### src/gmd_pkg.sv
package gmd_pkg;

  // Derivative width used when the top level is not overridden
  localparam int GRAD_WIDTH_DEF = 16;

  // Result field width and its saturation value
  localparam int          OUT_W   = 16;
  localparam logic [15:0] OUT_MAX = 16'hFFFF;

  // Threshold register
  localparam int          THRESH_W     = 16;
  localparam logic [15:0] THRESH_RESET = 16'd120;

  // Quantized edge direction
  typedef enum logic [1:0] {
    DIR_0   = 2'd0,
    DIR_45  = 2'd1,
    DIR_90  = 2'd2,
    DIR_M45 = 2'd3
  } dir_t;

endpackage

### src/gradient_magnitude_direction_top.sv
// Gradient magnitude and direction, one pixel per clock.
//
// Input: drive in_grad_x / in_grad_y (two's complement derivatives) and pulse
// start; a transaction is taken at every rising edge with start high and busy
// low. busy never rises: the pipeline takes a new pixel in every cycle.
// Output: out_valid is high for exactly one cycle per pixel, carrying
// out_magnitude (floor of sqrt(gx^2+gy^2), saturated to 16 bits),
// out_kept_magnitude (zero below the threshold) and out_direction
// (0 = 0 deg, 1 = 45 deg, 2 = 90 deg, 3 = -45 deg). Results leave in order.
// Throughput is one pixel per cycle. The square-root pipeline resolves one
// root bit per stage (GRAD_WIDTH stages) behind three stages of absolute
// value, squaring and summing.
// The receiver cannot stall; results must be captured when out_valid is high.
// Configuration: cfg_wr_en with cfg_wr_data writes the 16-bit edge threshold
// (reset value 120). Write it only while no pixel is in flight.
// Reset (rst_n low, synchronous) empties the pipeline and restores the
// threshold; pixels in flight are dropped.
module gradient_magnitude_direction_top #(
  parameter int GRAD_WIDTH = gmd_pkg::GRAD_WIDTH_DEF
) (
  input  logic                          clk,
  input  logic                          rst_n,
  input  logic                          start,
  output logic                          busy,
  input  logic signed [GRAD_WIDTH-1:0]  in_grad_x,
  input  logic signed [GRAD_WIDTH-1:0]  in_grad_y,
  input  logic                          cfg_wr_en,
  input  logic [gmd_pkg::THRESH_W-1:0]  cfg_wr_data,
  output logic                          out_valid,
  output logic [gmd_pkg::OUT_W-1:0]     out_magnitude,
  output logic [gmd_pkg::OUT_W-1:0]     out_kept_magnitude,
  output logic [1:0]                    out_direction
);
  import gmd_pkg::*;

  localparam int W    = GRAD_WIDTH;
  localparam int SQW  = 2 * W;
  localparam int SSW  = 2 * W + 2;
  localparam int RW   = W + 2;
  localparam int XW   = (W > OUT_W) ? W : OUT_W;

  // Threshold register
  logic [THRESH_W-1:0] thresh_r;

  always_ff @(posedge clk) begin
    if (!rst_n) begin
      thresh_r <= THRESH_RESET;
    end else if (cfg_wr_en) begin
      thresh_r <= cfg_wr_data;
    end
  end

  assign busy = 1'b0;

  // Stage 1: absolute values and signs
  logic           s1_vld_r;
  logic [W-1:0]   s1_ax_r, s1_ay_r;
  logic           s1_same_r;
  logic [W-1:0]   s1_ax_nxt, s1_ay_nxt;

  always_comb begin
    s1_ax_nxt = in_grad_x[W-1] ? (~in_grad_x + 1'b1) : in_grad_x;
    s1_ay_nxt = in_grad_y[W-1] ? (~in_grad_y + 1'b1) : in_grad_y;
  end

  // Stage 2: squares, sum and difference of the magnitudes
  logic           s2_vld_r;
  logic [SQW-1:0] s2_a2_r, s2_b2_r;
  logic [W:0]     s2_sum_r;
  logic [W-1:0]   s2_diff_r;
  logic           s2_bgt_r, s2_azero_r, s2_same_r;

  // Stage 3: radicand and squares for the sector bounds
  logic           s3_vld_r;
  logic [SQW-1:0] s3_n_r, s3_a2_r, s3_diffsq_r;
  logic [SSW-1:0] s3_sumsq_r;
  logic           s3_bgt_r, s3_azero_r, s3_same_r;

  always_ff @(posedge clk) begin
    if (!rst_n) begin
      s1_vld_r <= 1'b0;
      s2_vld_r <= 1'b0;
      s3_vld_r <= 1'b0;
    end else begin
      s1_vld_r <= start && !busy;
      s2_vld_r <= s1_vld_r;
      s3_vld_r <= s2_vld_r;
    end
  end

  always_ff @(posedge clk) begin
    s1_ax_r   <= s1_ax_nxt;
    s1_ay_r   <= s1_ay_nxt;
    s1_same_r <= in_grad_x[W-1] == in_grad_y[W-1];

    s2_a2_r    <= s1_ax_r * s1_ax_r;
    s2_b2_r    <= s1_ay_r * s1_ay_r;
    s2_sum_r   <= {1'b0, s1_ax_r} + {1'b0, s1_ay_r};
    s2_diff_r  <= s1_ay_r - s1_ax_r;
    s2_bgt_r   <= s1_ay_r > s1_ax_r;
    s2_azero_r <= s1_ax_r == '0;
    s2_same_r  <= s1_same_r;

    s3_n_r      <= s2_a2_r + s2_b2_r;
    s3_a2_r     <= s2_a2_r;
    s3_sumsq_r  <= s2_sum_r * s2_sum_r;
    s3_diffsq_r <= s2_diff_r * s2_diff_r;
    s3_bgt_r    <= s2_bgt_r;
    s3_azero_r  <= s2_azero_r;
    s3_same_r   <= s2_same_r;
  end

  // Sector decision from tan(22.5) and tan(67.5) bounds compared as squares
  logic [SQW:0] twoa2;
  logic         below_lo, above_hi;
  dir_t         dir_nxt;

  always_comb begin
    twoa2    = {s3_a2_r, 1'b0};
    below_lo = s3_sumsq_r < {1'b0, twoa2};
    above_hi = s3_bgt_r && ({1'b0, s3_diffsq_r} > twoa2);
    priority if (s3_azero_r) begin
      dir_nxt = DIR_90;
    end else if (below_lo) begin
      dir_nxt = DIR_0;
    end else if (above_hi) begin
      dir_nxt = DIR_90;
    end else if (s3_same_r) begin
      dir_nxt = DIR_45;
    end else begin
      dir_nxt = DIR_M45;
    end
  end

  // Square-root pipeline: one root bit per stage, restoring method
  logic           sq_vld_r  [W];
  logic [RW-1:0]  sq_rem_r  [W];
  logic [W-1:0]   sq_q_r    [W];
  logic [SQW-1:0] sq_n_r    [W];
  dir_t           sq_dir_r  [W];

  for (genvar k = 0; k < W; k++) begin : g_sqrt
    logic           vld_in;
    logic [RW-1:0]  rem_in;
    logic [W-1:0]   q_in;
    logic [SQW-1:0] n_in;
    dir_t           dir_in;
    logic [RW-1:0]  rem_sh, trial, rem_nxt;
    logic           take;
    logic [W-1:0]   q_nxt;

    if (k == 0) begin : g_first
      assign vld_in = s3_vld_r;
      assign rem_in = '0;
      assign q_in   = '0;
      assign n_in   = s3_n_r;
      assign dir_in = dir_nxt;
    end else begin : g_next
      assign vld_in = sq_vld_r[k-1];
      assign rem_in = sq_rem_r[k-1];
      assign q_in   = sq_q_r[k-1];
      assign n_in   = sq_n_r[k-1];
      assign dir_in = sq_dir_r[k-1];
    end

    // Bring down two radicand bits and try the next root bit
    always_comb begin
      rem_sh  = {rem_in[W-1:0], n_in[SQW-1 -: 2]};
      trial   = {q_in, 2'b01};
      take    = rem_sh >= trial;
      rem_nxt = take ? (rem_sh - trial) : rem_sh;
      q_nxt   = {q_in[W-2:0], take};
    end

    always_ff @(posedge clk) begin
      if (!rst_n) begin
        sq_vld_r[k] <= 1'b0;
      end else begin
        sq_vld_r[k] <= vld_in;
      end
    end

    always_ff @(posedge clk) begin
      sq_rem_r[k] <= rem_nxt;
      sq_q_r[k]   <= q_nxt;
      sq_n_r[k]   <= {n_in[SQW-3:0], 2'b00};
      sq_dir_r[k] <= dir_in;
    end
  end

  // Output stage: saturate, apply the threshold to the true magnitude
  logic [XW-1:0]    mag_x, thr_x;
  logic [OUT_W-1:0] mag_sat, kept_nxt;
  logic             out_valid_r;
  logic [OUT_W-1:0] out_mag_r, out_kept_r;
  dir_t             out_dir_r;

  always_comb begin
    mag_x    = XW'(sq_q_r[W-1]);
    thr_x    = XW'(thresh_r);
    mag_sat  = (mag_x > XW'(OUT_MAX)) ? OUT_MAX : mag_x[OUT_W-1:0];
    kept_nxt = (mag_x < thr_x) ? '0 : mag_sat;
  end

  always_ff @(posedge clk) begin
    if (!rst_n) begin
      out_valid_r <= 1'b0;
    end else begin
      out_valid_r <= sq_vld_r[W-1];
    end
  end

  always_ff @(posedge clk) begin
    out_mag_r  <= mag_sat;
    out_kept_r <= kept_nxt;
    out_dir_r  <= sq_dir_r[W-1];
  end

  assign out_valid          = out_valid_r;
  assign out_magnitude      = out_mag_r;
  assign out_kept_magnitude = out_kept_r;
  assign out_direction      = out_dir_r;

endmodule

### config.mk
export PLATFORM = sky130hd
export DESIGN_NAME = gradient_magnitude_direction_top
export DESIGN_NICKNAME = d
export VERILOG_FILES = /design/src/gmd_pkg.sv /design/src/gradient_magnitude_direction_top.sv
export SDC_FILE = /design/constraint.sdc
export NUM_CORES = 2
export LEC_CHECK = 0
export BUFFER_PORTS_ARGS = -buffer_cell sky130_fd_sc_hd__buf_2
export CAP_MARGIN = 20
export CORE_UTILIZATION = 60
export DETAILED_ROUTE_END_ITERATION = 6
export GPL_ROUTABILITY_DRIVEN = 1
export MAX_ROUTING_LAYER = met4
export PLACE_DENSITY_LB_ADDON = 0.08
export SLEW_MARGIN = 20
export SYNTH_ARGS = -nofsm -noshare
export SYNTH_HDL_FRONTEND = slang
export SYNTH_SLANG_ARGS = --single-unit
### constraint.sdc
create_clock -name clk -period 14.25 [get_ports clk]
set_input_delay 2.85 -clock clk [delete_from_list [all_inputs] [get_ports clk]]
set_output_delay 2.85 -clock clk [all_outputs]
set_load 0.02 [all_outputs]
Word-level counts from Yosys, hierarchy flattened
Memories as Yosys holds them, arrays and structs flattened. A register that Yosys moved wholly into a read port is not among the register bits.
Cells that the tools add are included.
{"block": "totals", "elab_cells": 139, "inputBits": 52, "memories": 5, "register_bits": 317, "ramBits": 1072}
{"name": "sq_n_r", "depth": 16, "width": 30, "read_ports": 15, "rd_ports_with_merged_regs": 0, "wr": 16, "line_no": "gradient_magnitude_direction_top.sv:139", "text": "logic [SQW-1:0] sq_n_r [W];"}
{"name": "sq_rem_r", "depth": 16, "width": 18, "read_ports": 15, "rd_ports_with_merged_regs": 0, "wr": 16, "line_no": "gradient_magnitude_direction_top.sv:137", "text": "logic [RW-1:0] sq_rem_r [W];"}
{"name": "sq_q_r", "depth": 16, "width": 16, "read_ports": 16, "rd_ports_with_merged_regs": 0, "wr": 16, "line_no": "gradient_magnitude_direction_top.sv:138", "text": "logic [W-1:0] sq_q_r [W];"}
{"name": "sq_dir_r", "depth": 16, "width": 2, "read_ports": 16, "rd_ports_with_merged_regs": 1, "wr": 16, "line_no": "gradient_magnitude_direction_top.sv:140", "text": "dir_t sq_dir_r [W];"}
{"name": "sq_vld_r", "depth": 16, "width": 1, "read_ports": 16, "rd_ports_with_merged_regs": 1, "wr": 16, "line_no": "gradient_magnitude_direction_top.sv:136", "text": "logic sq_vld_r [W];"}
{"block": "op_classes", "addsub": 21, "n_bitwise": 18, "n_mux": 41, "n_lt_le_gt_ge": 21, "mul": 4, "n_reduce_logical": 3, "eq_ne": 1}
{"op": "two-way mux 18 bit", "count": 16}
{"op": "greater-or-equal comparator 18 bit", "count": 15}
{"op": "subtractor 18 bit", "count": 15}
{"op": "multiplier 16 x 16 -> 32 bit", "count": 3}
{"op": "less-than comparator 34 x 33 -> 1 bit", "count": 1}
{"op": "multiplier 17 x 17 -> 34 bit", "count": 1}
{"op": "> comparator 32 x 33 -> 1 bit", "count": 1}
{"op": "adder 16 x 1 -> 16 bit (second input constant)", "count": 2}
{"op": "adder 32 bit", "count": 1}
{"op": "inverter 16 bit", "count": 2}
{"op": "two-way mux 15 bit", "count": 2}
{"op": "two-way mux 1 bit", "count": 18}
{"op": "adder 16 x 16 -> 17 bit", "count": 1}
{"op": "> comparator 16 bit", "count": 1}
{"op": "> comparator 16 bit (second input constant)", "count": 1}
{"op": "logical NOT 16 bit", "count": 1}
{"op": "less-than comparator 16 bit", "count": 1}
{"op": "two-way mux 16 bit", "count": 1}
{"op": "bitwise OR 1 bit", "count": 16}
{"op": "subtractor 16 bit", "count": 1}
{"op": "two-way mux 2 bit", "count": 4}
{"op": "subtractor 2 x 1 -> 3 bit (second input constant)", "count": 1}
{"op": "greater-or-equal comparator 2 x 1 -> 1 bit (second input constant)", "count": 1}
{"op": "equality test 1 bit", "count": 1}
{"op": "2 further kinds", "count": 2}

Depth between registers and ports, before layout
{"block": "logic_depth", "word_depth": 5, "depth_mapped": 28, "ltp_nobuf": 26}

Worst setup path before layout
OpenSTA, ideal clock, no wires.
{"block": "synth_path", "path_kind": "reg2reg", "start": "reg s1_ax_r[13]", "end": "reg s2_a2_r[30]", "slack_ps": 8061, "arrival_ps": 6117, "n_path_buf": 1, "stages_incl_launch_ff": 24, "setup_time_ps": 72, "path_cell_list": "dfxtp_1 > clkbuf_1 > clkinv_1 > nor2_1 > fa_1 > inv_1 > fa_1 > inv_1 > fa_1 > fa_1 > fa_1 > inv_1 > fa_1 > inv_1 > ha_1 > and3_1 > a221oi_1 > o21a_1 > nand2_1 > a21oi_1 > o31ai_1 > a221o_1 > a21oi_1 > xnor2_1"}
{"block": "synth_via", "elab_chain_len": 1}
{"element": "start, declared", "line_no": "gradient_magnitude_direction_top.sv:57", "text": "logic [W-1:0] s1_ax_r, s1_ay_r;"}
{"element": "start signal, assigned", "line_no": "gradient_magnitude_direction_top.sv:92", "text": "s1_ax_r <= s1_ax_nxt;"}
{"element": "multiplier 16 x 16 -> 32 bit", "line_no": "gradient_magnitude_direction_top.sv:96", "text": "s2_a2_r <= s1_ax_r * s1_ax_r;"}
{"element": "end signal, assigned", "line_no": "gradient_magnitude_direction_top.sv:96"}
{"element": "end, declared", "line_no": "gradient_magnitude_direction_top.sv:68", "text": "logic [SQW-1:0] s2_a2_r, s2_b2_r;"}
No other way between the ends.
A chain may end at the register's enable or synchronous reset.

Worst setup path after layout
{"block": "layout_path", "start": "reg s1_ax_r[9]", "end": "reg s2_a2_r[30]"}
The elaborated chain is that of the path after synthesis.

==> metrics.md <==
| Metric | Value |
|---|---|
| Mapped cell area | ~62,000 um2 |
| # fillers | about 8,200 |
| Most common cell after layout, fill and taps aside | inv_1 |
| Final net count | 7,845 |
| Number of flops mapped to enable cells by yosys | 0 |
| Setup crit end kind | register |
| Antenna violations before repair | 5 |
| Worst-path clk slew | 0.06 ns |
| All-layer global routing usage | about a quarter |
| Area Overhead vs Synth | 8.78% |
| Final WL | between 100,000 and 150,000 um |
| Die Span Y | around 320 um |
| Reg2reg setup slack | 7.12 ns |
| Crit share post-route | approximately 50% |
| Crit path DAT | 7.70 ns |
| Htree depth | 3 |
| Status | complete, no violations |
| Cts hold-fix bufs | 0 |
| First-pass GRT wire length | between 200,000 and 250,000 um |
| Post-route ant nets | 0 |
| Wirelength per Cell | approximately 16 um |
| Sequential area share after synthesis | slightly above 30% |
| Setup Buffers After CTS | 0 |
| Ports | 88 |
| Clock sink count | roughly 960 |
| # resized after CTS | 0 |
| CP Max Fanout | 12 |
| Vias in the first global route | ~43,000 |
| Final max-slew violation count | 0 |
| Die Area | between 100,000 and 150,000 um2 |
| Rel. slew slack | 36.2% |
| CTS buffer count | 97 |
| Grt ovf | 0 |
| DR iter-0 viols | between 2,000 and 2,500 |
| Synth cell types | between 80 and 90 |
| Hold crit path type | reg -> reg |
| F_max | 140 MHz |
| Worst slew pin tran | 0.955 ns |
| Clk Latency, worst-skew pair | 0.69 ns |
| Synth Flop Type | dfxtp_1 |
| Ys async rst share | 0% |
| Final GP Congestion | a little over 0.9 |
| Max Cap Viol | 0 |
| Largest cells by area after synthesis | dfxtp_1 31%, fa_1 22%, ha_1 14%, inv_1 7.2%, xnor2_1 3.5% |
| Core area | 102,000 um2 |
| Site Rows | 117 |
| Most frequent cells in the layout | 1,190 x inv_1, 961 x dfxtp_1, 691 x ha_1 |
| CP Class | reg -> reg |
| I/O Buffers | 86 |
| Clock Tree Root | clkbuf_16 |
| Final hold vios | 0 |
| Critical Path Start Type | register |
| Setup TNS | 0 ns |
| Initial Utilization | between 60% and 70% |
| Synthesized instance count | between 6,000 and 7,000 |
| CP required | 14.83 ns |
| Vias | 41,200 |
| RSZ-0062 raised after global routing | false |
| Via density | between 5 and 6 |
| DRC | 0 |
| Longest Clk Path Bufs | 3 |
| Largest net degree at the start of global routing | 39 |
| Synth top area share | 30.8% |
| Fin crit period | 7.13 ns |
| Yosys top cell by area | dfxtp_1 |
| Dpl hpwl | around 100,000 um |
| Yosys reg bits | ~960 |
| CTS tree | yes |
| Final setup vio count | 0 |
| Synthesis Warnings | 0 |
| Syn avg cell area | about 9.9 um2 |
| Die Width | between 300 and 400 um |
| Layout cells sized above 1 | 5.39% |
| Number of iterations in the first detailed-routing pass | 6 |
| Worst Skew | 0.0424 ns |
==> layout make-up <==
| type | instances | area (um2) | share of cell area [%] |
|---|---|---|---|
| well taps | 1368 | 1710 | 2.52 |
| inverters | 1199 | 4500 | 6.63 |
| multi-input cells | 4048 | 38200 | 56.3 |
| repair buffers | 110 | 618 | 0.911 |
| flip-flops and latches | 961 | 19200 | 28.3 |
| clock buffers | 124 | 2690 | 3.96 |
| clock inverters | 57 | 890 | 1.31 |
| diodes | 3 | 7.51 | 0.0111 |
==> synth_stat cells (22+ instances only) <==
cell and count:
a21o_1 131, a21oi_1 292, and2_1 213, and3_1 22, clkbuf_1 115, dfxtp_1 961
fa_1 685, ha_1 691, inv_1 1190, nand2_1 443, nand2b_1 73, nand3_1 50
nand4_1 37, nor2_1 317, nor2b_1 73, nor3_1 78, nor4_1 30, o21a_1 56
o21ai_0 140, o21bai_1 33, or2_2 29, xnor2_1 252, xor2_1 119
==> state kept, by name (all words and copies together) (netlist names), 31 cells and up <==
signal       count
sq_n_r         240
sq_rem_r       224
sq_q_r         136
g_sqrt.n_in     32
s3_sumsq_r      32
sq_dir_r        32
s2_a2_r         31
s2_b2_r         31
s3_a2_r         31
s3_diffsq_r     31
==> kinds of logic (layout without fill, tap and decap cells) <==
family	after synthesis	in the layout	share of synthesized area [%]
other	1	5	0.00601
multiplexers	34	34	0.588
flip-flops	961	961	30.8
XOR/XNOR	371	371	5.21
AO/OA/AOI/OAI	827	827	8.33
AND/OR/NAND/NOR	1438	1438	11.3
adder cells (fa/ha/maj)	1376	1376	35.8
buffers and inverters	1317	1490	7.94
==> worst paths after layout <==
kind                                            startpoint  depth (start not counted)               endpoint
worst max-delay path                    s1_ax_r[9]$_DFF_P_                         23    s2_a2_r[30]$_DFF_P_
worst min-delay path            g_sqrt[0].n_in[14]$_DFF_P_                          0  sq_n_r[0][14]$_DFF_P_
worst max register to register          s1_ax_r[9]$_DFF_P_                         23    s2_a2_r[30]$_DFF_P_
worst min register to register  g_sqrt[0].n_in[14]$_DFF_P_                          0  sq_n_r[0][14]$_DFF_P_
==> metal layers <==
layer	part of all wire, %	up-vias	track usage, %
met3	5.1	238	3.60
li1	-	20200	-
met1	43	19900	32.3
met5	0	-	-
met4	3.2	0	8.00
met2	48	855	42.7
==> critical path, stage by stage, from the launching register on <==
cell      delay, ns
dfxtp_1        0.73
clkinv_1       0.48
nor2_1         0.30
fa_1           0.21
inv_1          0.06
fa_1           0.54
inv_1          0.05
fa_1           0.50
inv_1          0.06
fa_1           0.53
inv_1          0.05
fa_1           0.49
fa_1           0.41
ha_1           0.40
nand2_1        0.11
o21ai_0        0.24
o21a_1         0.19
o21ai_1        0.10
a31oi_1        0.45
a21oi_1        0.18
o31ai_1        0.52
a221o_1        0.25
a21oi_1        0.07
xnor2_1        0.12
==> metrics by stage <==
stage	area [um2]	setup slack (ns)	utilization [%]	std cells	hold slack, ns
floorplan	62400	8.06	-	6326	0.310
CTS	67800	7.24	66.2	7865	0.297
finish	67900	7.12	66.2	7870	0.298
global placement	64300	7.39	62.7	7684	0.310
global route	67900	6.64	66.2	7867	0.314
detailed placement	64300	7.24	62.7	7684	0.312
Power is not shown: default switching activity piles up to over one toggle a cycle in this logic, so the estimate is an artifact.
